### config.mk
export PLATFORM = sky130hd
export DESIGN_NAME = byte_match_ratio
export DESIGN_NICKNAME = d
export VERILOG_FILES = /design/src/hdl/bmr_pkg.sv /design/src/hdl/bmr_count.sv /design/src/hdl/bmr_div.sv /design/src/hdl/byte_match_ratio.sv
export VERILOG_INCLUDE_DIRS = /design/src /design/src/hdl
export SDC_FILE = /design/constraint.sdc
export NUM_CORES = 1
export LEC_CHECK = 0
export BUFFER_PORTS_ARGS = -buffer_cell sky130_fd_sc_hd__buf_4
export CORE_MARGIN = 10
export CORE_UTILIZATION = 40
export DETAILED_ROUTE_END_ITERATION = 12
export GPL_TIMING_DRIVEN = 0
export HOLD_SLACK_MARGIN = 0.12
export SLEW_MARGIN = 20
export SYNTH_ARGS = -nofsm -noshare
export SYNTH_HDL_FRONTEND = slang
export SYNTH_SLANG_ARGS = --single-unit
### constraint.sdc
create_clock -name i_clk -period 11.2 [get_ports i_clk]
set_clock_uncertainty 0.1 [all_clocks]
set_input_delay 1.68 -clock i_clk [delete_from_list [all_inputs] [get_ports i_clk]]
set_output_delay 1.68 -clock i_clk [all_outputs]
set_load 0.01 [all_outputs]
### src/hdl/assert_macros.svh
// Assertion macros shared by the byte match ratio modules.
// Each use expects i_clk and i_rst_n in scope; no other dependencies.
`ifndef ASSERT_MACROS_SVH
`define ASSERT_MACROS_SVH

// Property checked at every clock edge outside reset.
`define BMR_ASSERT(lbl, prop, msg) \
    lbl: assert property (@(posedge i_clk) disable iff (!i_rst_n) prop) else $error(msg);

// Antecedent in one cycle implies consequent in the next.
`define BMR_IMPLY_NEXT(lbl, ante, cons, msg) \
    lbl: assert property (@(posedge i_clk) disable iff (!i_rst_n) (ante) |=> (cons)) \
        else $error(msg);

`endif

### src/hdl/bmr_pkg.sv
// Shared types and constants for the byte match ratio block.
// No dependencies; imported by every module of the block.
package bmr_pkg;

    localparam int Q_BITS  = 17;   // Q1.16 similarity width
    localparam int STEP_W  = 5;    // holds a step index 0..Q_BITS-1
    localparam int FIELD_W = 16;   // width of the count fields on the ports

    localparam logic [Q_BITS-1:0] Q_ONE = 17'h10000;

    typedef enum logic [1:0] {
        DIV_IDLE,
        DIV_RUN,
        DIV_DONE
    } t_div_state;

    // Divider status as seen by the top level.
    typedef struct packed {
        logic busy;
        logic done;
    } t_div_stat;

endpackage

### src/hdl/bmr_count.sv
// Saturating match and length counters for the byte match ratio block.
// Depends on bmr_pkg and assert_macros.svh.
`include "assert_macros.svh"

module bmr_count
    import bmr_pkg::*;
#(
    parameter int LENGTH_BITS = 16
) (
    input  logic                   i_clk,
    input  logic                   i_rst_n,
    input  logic                   i_accept,
    input  logic [7:0]             i_byte_first,
    input  logic                   i_has_first,
    input  logic [7:0]             i_byte_second,
    input  logic                   i_has_second,
    input  logic                   i_is_last,
    output logic                   o_start,
    output logic [LENGTH_BITS-1:0] o_match,
    output logic [LENGTH_BITS-1:0] o_len_first,
    output logic [LENGTH_BITS-1:0] o_len_second
);

    localparam logic [LENGTH_BITS-1:0] COUNT_MAX = '1;

    logic [LENGTH_BITS-1:0] r_match, r_len_first, r_len_second;
    logic [LENGTH_BITS-1:0] n_match, n_len_first, n_len_second;

    function automatic logic [LENGTH_BITS-1:0] sat_inc(input logic [LENGTH_BITS-1:0] v);
        return (v == COUNT_MAX) ? v : v + LENGTH_BITS'(1);
    endfunction

    always_comb begin
        n_match      = r_match;
        n_len_first  = r_len_first;
        n_len_second = r_len_second;
        if (i_accept) begin
            if (i_has_first) begin
                n_len_first = sat_inc(r_len_first);
            end
            if (i_has_second) begin
                n_len_second = sat_inc(r_len_second);
            end
            if (i_has_first && i_has_second && (i_byte_first == i_byte_second)) begin
                n_match = sat_inc(r_match);
            end
        end
    end

    // The counts including the last item go straight to the divider.
    assign o_start      = i_accept && i_is_last;
    assign o_match      = n_match;
    assign o_len_first  = n_len_first;
    assign o_len_second = n_len_second;

    always_ff @(posedge i_clk) begin
        if (!i_rst_n || o_start) begin
            r_match      <= '0;
            r_len_first  <= '0;
            r_len_second <= '0;
        end else begin
            r_match      <= n_match;
            r_len_first  <= n_len_first;
            r_len_second <= n_len_second;
        end
    end

    `BMR_ASSERT(a_match_bounded,
        ((r_match <= r_len_first) && (r_match <= r_len_second)),
        "match count exceeds a sequence length")

endmodule

### src/hdl/bmr_div.sv
// Bit-serial restoring divider forming matches / longer length in Q1.16.
// Depends on bmr_pkg and assert_macros.svh.
`include "assert_macros.svh"

module bmr_div
    import bmr_pkg::*;
#(
    parameter int LENGTH_BITS = 16
) (
    input  logic                   i_clk,
    input  logic                   i_rst_n,
    input  logic                   i_start,
    input  logic [LENGTH_BITS-1:0] i_match,
    input  logic [LENGTH_BITS-1:0] i_len_first,
    input  logic [LENGTH_BITS-1:0] i_len_second,
    input  logic                   i_take,
    output t_div_stat              o_stat,
    output logic [Q_BITS-1:0]      o_quot,
    output logic [LENGTH_BITS-1:0] o_match,
    output logic [LENGTH_BITS-1:0] o_longer
);

    t_div_state r_state, n_state;

    logic [LENGTH_BITS:0]   r_rem, n_rem;
    logic [LENGTH_BITS-1:0] r_div, n_div;
    logic [LENGTH_BITS-1:0] r_match, n_match;
    logic [Q_BITS-1:0]      r_quot, n_quot;
    logic [STEP_W-1:0]      r_step, n_step;

    logic [LENGTH_BITS-1:0] longer;
    logic                   q_bit;
    logic [LENGTH_BITS:0]   rem_sel;

    assign longer = (i_len_first > i_len_second) ? i_len_first : i_len_second;

    // One quotient bit per cycle: compare, conditionally subtract, shift.
    assign q_bit   = (r_rem >= {1'b0, r_div});
    assign rem_sel = q_bit ? (r_rem - {1'b0, r_div}) : r_rem;

    always_ff @(posedge i_clk) begin
        if (!i_rst_n) begin
            r_state <= DIV_IDLE;
        end else begin
            r_state <= n_state;
        end
    end

    always_comb begin
        n_state = r_state;
        n_rem   = r_rem;
        n_div   = r_div;
        n_match = r_match;
        n_quot  = r_quot;
        n_step  = r_step;
        unique case (r_state)
            DIV_IDLE: begin
                if (i_start) begin
                    n_div   = longer;
                    n_match = i_match;
                    n_rem   = {1'b0, i_match};
                    n_step  = '0;
                    if (i_len_first == '0 && i_len_second == '0) begin
                        n_quot  = Q_ONE;
                        n_match = '0;
                        n_state = DIV_DONE;
                    end else if (i_len_first == '0 || i_len_second == '0) begin
                        n_quot  = '0;
                        n_match = '0;
                        n_state = DIV_DONE;
                    end else begin
                        n_quot  = '0;
                        n_state = DIV_RUN;
                    end
                end
            end
            DIV_RUN: begin
                n_quot = {r_quot[Q_BITS-2:0], q_bit};
                n_rem  = {rem_sel[LENGTH_BITS-1:0], 1'b0};
                n_step = r_step + STEP_W'(1);
                if (r_step == STEP_W'(Q_BITS - 1)) begin
                    n_state = DIV_DONE;
                end
            end
            DIV_DONE: begin
                if (i_take) begin
                    n_state = DIV_IDLE;
                end
            end
            default: begin
                n_state = DIV_IDLE;
            end
        endcase
    end

    always_ff @(posedge i_clk) begin
        r_rem   <= n_rem;
        r_div   <= n_div;
        r_match <= n_match;
        r_quot  <= n_quot;
        r_step  <= n_step;
    end

    assign o_stat.busy = (r_state != DIV_IDLE);
    assign o_stat.done = (r_state == DIV_DONE);
    assign o_quot      = r_quot;
    assign o_match     = r_match;
    assign o_longer    = r_div;

    `BMR_ASSERT(a_start_when_idle, (i_start |-> (r_state == DIV_IDLE)),
        "divider started while busy")
    `BMR_ASSERT(a_rem_range, ((r_state == DIV_RUN) |-> (r_rem < {r_div, 1'b0})),
        "partial remainder out of range")
    `BMR_ASSERT(a_quot_bound, ((r_state == DIV_DONE) |-> (r_quot <= Q_ONE)),
        "similarity above one")

endmodule

### src/hdl/byte_match_ratio.sv
// Top level of the byte match ratio block: counters, serial divider, output register.
// Depends on bmr_pkg, bmr_count, bmr_div and assert_macros.svh.
//
//  channel  direction  handshake           payload
//  in       to block   i_valid / o_stall   i_byte_first, i_has_first, i_byte_second,
//                                          i_has_second, i_is_last
//  out      from block o_valid / i_stall   o_similarity, o_match_total, o_longer_length
//
// Positions are taken one per cycle while the divider is idle.
// The item marked last starts the divider, which makes one quotient bit per cycle.
// o_stall then stays high while the divider forms the quotient and hands it off,
// or only for the hand-off when either sequence is empty, longer while a result waits.
// The output register frees the divider while a result waits; i_stall holds it.
// Reset is synchronous, active low, and clears the match and length counters.
`include "assert_macros.svh"

module byte_match_ratio
    import bmr_pkg::*;
#(
    parameter int LENGTH_BITS = 16
) (
    input  logic               i_clk,
    input  logic               i_rst_n,
    input  logic               i_valid,
    output logic               o_stall,
    input  logic [7:0]         i_byte_first,
    input  logic               i_has_first,
    input  logic [7:0]         i_byte_second,
    input  logic               i_has_second,
    input  logic               i_is_last,
    output logic               o_valid,
    input  logic               i_stall,
    output logic [Q_BITS-1:0]  o_similarity,
    output logic [FIELD_W-1:0] o_match_total,
    output logic [FIELD_W-1:0] o_longer_length
);

    localparam int EXT_W = (LENGTH_BITS > FIELD_W) ? LENGTH_BITS : FIELD_W;

    logic                   accept;
    logic                   start;
    logic [LENGTH_BITS-1:0] cnt_match, cnt_first, cnt_second;
    t_div_stat              div_stat;
    logic                   take;
    logic [Q_BITS-1:0]      div_quot;
    logic [LENGTH_BITS-1:0] div_match, div_longer;
    logic [EXT_W-1:0]       match_ext, longer_ext;

    logic                   r_out_valid;
    logic [Q_BITS-1:0]      r_similarity;
    logic [FIELD_W-1:0]     r_match_total, r_longer_length;

    assign o_stall = div_stat.busy;
    assign accept  = i_valid && !o_stall;
    assign take    = div_stat.done && (!r_out_valid || !i_stall);

    bmr_count #(
        .LENGTH_BITS (LENGTH_BITS)
    ) u_count (
        .i_clk         (i_clk),
        .i_rst_n       (i_rst_n),
        .i_accept      (accept),
        .i_byte_first  (i_byte_first),
        .i_has_first   (i_has_first),
        .i_byte_second (i_byte_second),
        .i_has_second  (i_has_second),
        .i_is_last     (i_is_last),
        .o_start       (start),
        .o_match       (cnt_match),
        .o_len_first   (cnt_first),
        .o_len_second  (cnt_second)
    );

    bmr_div #(
        .LENGTH_BITS (LENGTH_BITS)
    ) u_div (
        .i_clk        (i_clk),
        .i_rst_n      (i_rst_n),
        .i_start      (start),
        .i_match      (cnt_match),
        .i_len_first  (cnt_first),
        .i_len_second (cnt_second),
        .i_take       (take),
        .o_stat       (div_stat),
        .o_quot       (div_quot),
        .o_match      (div_match),
        .o_longer     (div_longer)
    );

    // Counts wider than the port fields keep only their low bits.
    assign match_ext  = EXT_W'(div_match);
    assign longer_ext = EXT_W'(div_longer);

    always_ff @(posedge i_clk) begin
        if (!i_rst_n) begin
            r_out_valid <= 1'b0;
        end else if (take) begin
            r_out_valid <= 1'b1;
        end else if (!i_stall) begin
            r_out_valid <= 1'b0;
        end
    end

    always_ff @(posedge i_clk) begin
        if (take) begin
            r_similarity    <= div_quot;
            r_match_total   <= match_ext[FIELD_W-1:0];
            r_longer_length <= longer_ext[FIELD_W-1:0];
        end
    end

    assign o_valid         = r_out_valid;
    assign o_similarity    = r_similarity;
    assign o_match_total   = r_match_total;
    assign o_longer_length = r_longer_length;

    `BMR_IMPLY_NEXT(a_result_loaded, (div_stat.done && !r_out_valid), o_valid,
        "finished result not moved to the output register")

endmodule
# Word level (Yosys, flattened, before mapping)
# Index checks and enable logic that the tools add are counted.
[classes] n_addsub=5 mul=0 n_div=0 order_cmp=2 eq_ne=11 shifts=0 mux=26 bitwise=0 n_reduce_logical=22
[op_table] operator="$mux W16" count=11
[op_table] operator="$pmux W17 S2" count=2
[op_table] operator="$mux W17" count=3
[op_table] operator="$add A16 B1 Y16 const B" count=3
[op_table] operator="$eq A16 B16 Y1 const B" count=3
[op_table] operator="$logic_not A16 Y1" count=2
[op_table] operator="$ge A17 B16 Y1" count=1
[op_table] operator="$gt A16 B16 Y1" count=1
[op_table] operator="$sub A16 B16 Y16" count=1
[op_table] operator="$mux W2" count=5
[op_table] operator="$pmux W5 S2" count=1
[op_table] operator="$eq A8 B8 Y1" count=1
[op_table] operator="$logic_and A1 B1 Y1" count=6
[op_table] operator="$ne A2 B1 Y1 const B" count=3
[op_table] operator="$pmux W2 S3" count=1
[op_table] operator="$add A5 B1 Y5 const B" count=1
[op_table] operator="$eq A5 B5 Y1 const B" count=1
[op_table] operator="$mux W5" count=1
[op_table] operator="$logic_not A1 Y1" count=4
[op_table] operator="$reduce_and A2 Y1" count=2
[op_table] operator="$reduce_bool A2 Y1" count=2
[op_table] operator="$logic_or A1 B1 Y1" count=3
[op_table] operator="$reduce_and A3 Y1" count=1
[op_table] operator="$eq A2 B1 Y1 const B" count=1
[op_table] operator="other kinds (5)" count=6
[word_totals] register_bits=171 latch_bits=0 ramBits=0 mem_bits_ro=0 inputBits=23 out_inout_bits=51 word_cells=79 memories=0

# Logic depth before layout (Yosys ltp)
[logic_depth] ltp_word=10 depth_mapped=16 mapped_depth_nobuf=15

# Hierarchy
# From an unflattened synthesis, not the netlist that was laid out.
[hier_totals] cells_unflattened=800 hier_area_um2=8607.0
[modules_own_cells] module="bmr_div" n_inst=1 cells_per_inst=425 area_per_inst_um2=4350.4 seq_area_each_um2=2172.1
[modules_own_cells] module="bmr_count" n_inst=1 cells_per_inst=321 area_per_inst_um2=2740.1 seq_area_each_um2=960.9
[modules_own_cells] module="byte_match_ratio" n_inst=1 cells_per_inst=54 area_per_inst_um2=1516.5 seq_area_each_um2=1491.4

# Worst setup path after synthesis
# Ideal clock, no wire load.
[synth_path] path_type="input to register" from="in i_valid" to="reg u_div.r_div[10], in the netlist u_div.o_longer[10], data pin" setup_ps=278 t_arrival_ps=4576 required_ps=10822 setup_slack_ps=6246 path_stages=14 n_path_buf=1 path_cell_list="nand3_1 -> a21oi_1 -> mux2i_1 -> inv_1 -> ha_1 -> nor2b_1 -> o21a_1 -> o21a_1 -> o211ai_1 -> a21oi_1 -> o21ai_0 -> a31oi_1 -> clkbuf_1 -> mux2i_1"
[synth_between] elab_chain_cells=4 elab_cells_between_ends=5 classes_between="1 x order compare; 3 x mux; 1 x reduce/logical"
[synth_rtl] element="start, declared" line="byte_match_ratio.sv:24" source="input logic i_valid,"
[synth_rtl] element="$logic_and A1 B1 Y1" line="byte_match_ratio.sv:54" source="assign accept = i_valid && !o_stall;"
[synth_rtl] element="$mux W16" line="bmr_count.sv:37" source="if (i_accept) begin"
[synth_rtl] element="via cnt_first[1]" line="byte_match_ratio.sv:42" source="logic [LENGTH_BITS-1:0] cnt_match, cnt_first, cnt_second;"
[synth_rtl] element="$gt A16 B16 Y1" line="bmr_div.sv:35" source="assign longer = (i_len_first > i_len_second) ? i_len_first : i_len_second;"
[synth_rtl] element="$mux W16" line="bmr_div.sv:35"
[synth_rtl] element="via u_div.longer[10]" line="bmr_div.sv:31" source="logic [LENGTH_BITS-1:0] longer;"
[synth_rtl] element="end signal, assigned" line="bmr_div.sv:98" source="r_div <= n_div;"
[synth_rtl] element="end, declared" line="bmr_div.sv:26" source="logic [LENGTH_BITS-1:0] r_div, n_div;"
# The timed path passes the listed nets, and every way through them passes these cells.
# A chain may end at the register's enable or synchronous reset.

# Final worst setup path
[layout_path] from="in i_valid" to="reg u_div.r_div[14], in the netlist u_div.o_longer[14], data pin"
# The elaborated chain is that of the path after synthesis.

==> key figures <==
Global route
  – GRT Util Overall: 0.1374
  – Global-route wire length before repair: between 30000 and 40000 um
  – Initial antenna violation count: 0
  – Aggregate global routing overflow: 0
  – Vias in the first global route: ~5600
  – Largest net degree at the start of global routing: 33

Cells and area
  – Most frequent cells in the layout: edfxtp_1, nor2_1, buf_4
  – Fin cells: ~1200
  – Filler cell count in the final layout: ~2000
  – Share of layout cells above drive strength 1: 0.1493
  – Nets: just over 900
  – Commonest non-fill, non-tap cell in the layout: edfxtp_1
  – Ant. Diodes: 0
  – P&R area growth vs syn: 18.17%
  – Design area: slightly above 10000 um^2
  – Reg area: between 4000 and 5000 um^2
  – Multi-input gate area: 3682 um^2

Synthesis
  – Mean Syn Cell Area: approximately 11 um^2
  – Yosys top cell area share: 0.4203
  – EDFF count, synth: between 100 and 150
  – Sequential-to-total area share from yosys stat: 0.5393
  – Synth Net Count: around 840
  – Synth area leader: edfxtp_1
  – Fraction of registers with async set/reset: 0
  – Area contributors post-synth: edfxtp_1, dfxtp_1, mux2i_1
  – Netlist Area Pre-Place: around 8600 um^2
  – Cells after synthesis: between 700 and 800
  – Synth Flop Type: edfxtp_1
  – Post-synth cell types: 64
  – FF+latch count, synth: 171
  – Yosys warnings: 0

STA
  – Slew of the pin with the lowest slew margin: 0.9625 ns
  – Fin Setup TNS: 0 ns
  – Min cycle time layout: 5.595 ns
  – Hold Vio Cnt, Final: 0
  – Final setup vio count: 0
  – FMAX: around 180 MHz
  – Crit share post-route: 0.4996
  – Unrepaired setup endpoints after global routing: no
  – Relative slew margins: 0.3418
  – Pins Over Slew Limit: 0

Floorplanning
  – Die outline height: around 170 um
  – Die W: ~170 um
  – Initial Utilization: 0.4066
  – Site Rows: 53
  – Top-level port count: 74
  – Core area: between 20000 and 25000 um^2
  – Area of the die: 27690 um^2

Clocking
  – CTS HTree Levels: 4
  – Reg clk slew, reported paths: about 0.07 ns
  – TritonCTS clock tree: built
  – Clk sinks: between 150 and 200
  – Post-CTS setup buffers: 0
  – TritonCTS buffer count: 17
  – Resized cells post-CTS: 0
  – Root buffer cell: clkbuf_16
  – Clock Latency Late Sink: 0.43 ns
  – Clock Path Buffers: 2
  – Post-CTS Hold Fix Bufs: 0

Route
  – Initial DRC count: between 400 and 500
  – Routed WL: 19490 um
  – First-pass DRT Iterations: 5
  – Vias per cell: 5.220
  – DRT antenna net count: 0
  – DR DRC count: 0
  – Post-DR wirelength/cell: about 17 um
  – Via count of the routed design: 6050

Setup path
  – Critical path startpoint category: input port
  – WP data arrival: about 5.7 ns
  – Setup CP Type: input port to flop
  – Critical Path Fanout Max: 10
  – Required @ worst endpoint: approximately 11 ns
  – Critical path endpoint category: flop

Place
  – Dpl cell area: between 9000 and 10000 um^2
  – PortBufs: 73
  – Placed cell count: approximately 1100
  – Gp weighted congestion: 0.8858
  – HPWL after DPL: approximately 15000 um

Run
  – Max_cap viols: 0

Pwr
  – Static Leak: a little over 0.004 uW
  – Max VDD drop: ~110 uV
  – Power density over the cells: 141.7 nW/um^2

Min path
  – Worst min path class: flop to flop

Run status
  – Outcome: finished clean
## worst max-delay path, cell delays in order
cell      delay [ns]
buf_4           0.12
nand3_1         0.20
a21oi_1         0.49
mux2i_1         0.38
inv_1           0.08
ha_1            0.29
nor2b_1         0.14
o21a_1          0.12
o21a_1          0.11
o211ai_1        0.08
a21oi_1         0.14
o21ai_0         0.10
a31oi_1         0.67
clkbuf_1        0.65
mux2i_1         0.43
## sequential cells by signal, indices dropped and copies added, names as in the netlist, 2 cells and up
signal,cells
u_div.r_state,2
u_div.o_match,16
o_similarity,17
u_div.r_rem,17
o_match_total,16
o_longer_length,16
u_count.r_len_second,16
u_count.r_len_first,16
u_div.r_step,5
u_div.o_quot,17
u_div.o_longer,16
u_count.r_match,16
## cell families after synthesis
kind of cell,share of synthesized area
AND/OR/NAND/NOR,0.1795
flip-flops,0.5393
AO/OA/AOI/OAI,0.07267
buffers and inverters,0.03283
XOR/XNOR,0.05924
multiplexers,0.06012
adder cells (fa/ha/maj),0.05633
## cell type report
type                    count  share of cell area
clock inverters            14             0.01383
clock buffers              18             0.04236
multi-input cells         535              0.3634
plain buffers              24             0.01074
flip-flops and latches    171              0.4564
repair buffers             76             0.06224
inverters                  46             0.01704
well taps                 275             0.03396
## cells in the mapped netlist, drive strengths merged (7+ instances only)
library cell	count
mux2i	47
and2	20
nand2	46
inv	46
clkbuf	18
a31oi	8
o21ai	11
xnor2	39
dfxtp	51
and3	17
nor4	7
a21oi	26
a21o	8
nand4	24
nor2	96
nand2b	11
ha	37
nor3	14
nand3	31
edfxtp	120
xor2	19
## per-layer routing
metal	part of all wire	vias up	global-route usage
li1	-	3006	-
met1	0.49	2866	0.1910
met2	0.44	151	0.2029
met3	0.051	27	0.03601
met4	0.020	0	0.04544
met5	0	-	0
## through the flow
| step | worst slack [ns] | hold slack [ns] | power [uW] | utilization |
|---|---|---|---|---|
| CTS | 5.597 | 0.3200 | 1451 | 0.4805 |
| global placement | 5.147 | 0.3041 | 878.5 | 0.4489 |
| finish | 5.605 | 0.3154 | 1436 | 0.4805 |
| global route | 5.312 | 0.3241 | 1494 | 0.4805 |
| floorplan | 6.246 | 0.3003 | 827.4 | - |
| detailed placement | 5.232 | 0.3045 | 883.3 | 0.4535 |
## path summary, 6_finish.rpt
check,from,to,slack (ns),cells past startpoint
worst max register to register,u_count.r_len_first[9]$_SDFF_PP0_,u_div.o_longer[14]$_DFFE_PP_,6.07,16
worst max-delay path,i_valid,u_div.o_longer[14]$_DFFE_PP_,5.61,15
worst min register to register,u_div.o_match[3]$_SDFFCE_PP0P_,o_match_total[3]$_DFFE_PP_,0.32,0
worst min-delay path,u_div.o_match[3]$_SDFFCE_PP0P_,o_match_total[3]$_DFFE_PP_,0.32,0
## power breakdown
part	switching, uW	leakage (uW)	internal [uW]
clock network	271	0.000275	297
logic	87.8	0.00224	67.6
registers	10.8	0.00152	702
total	369	0.00403	1070
Note: power is estimated with default switching activity, not from simulation.
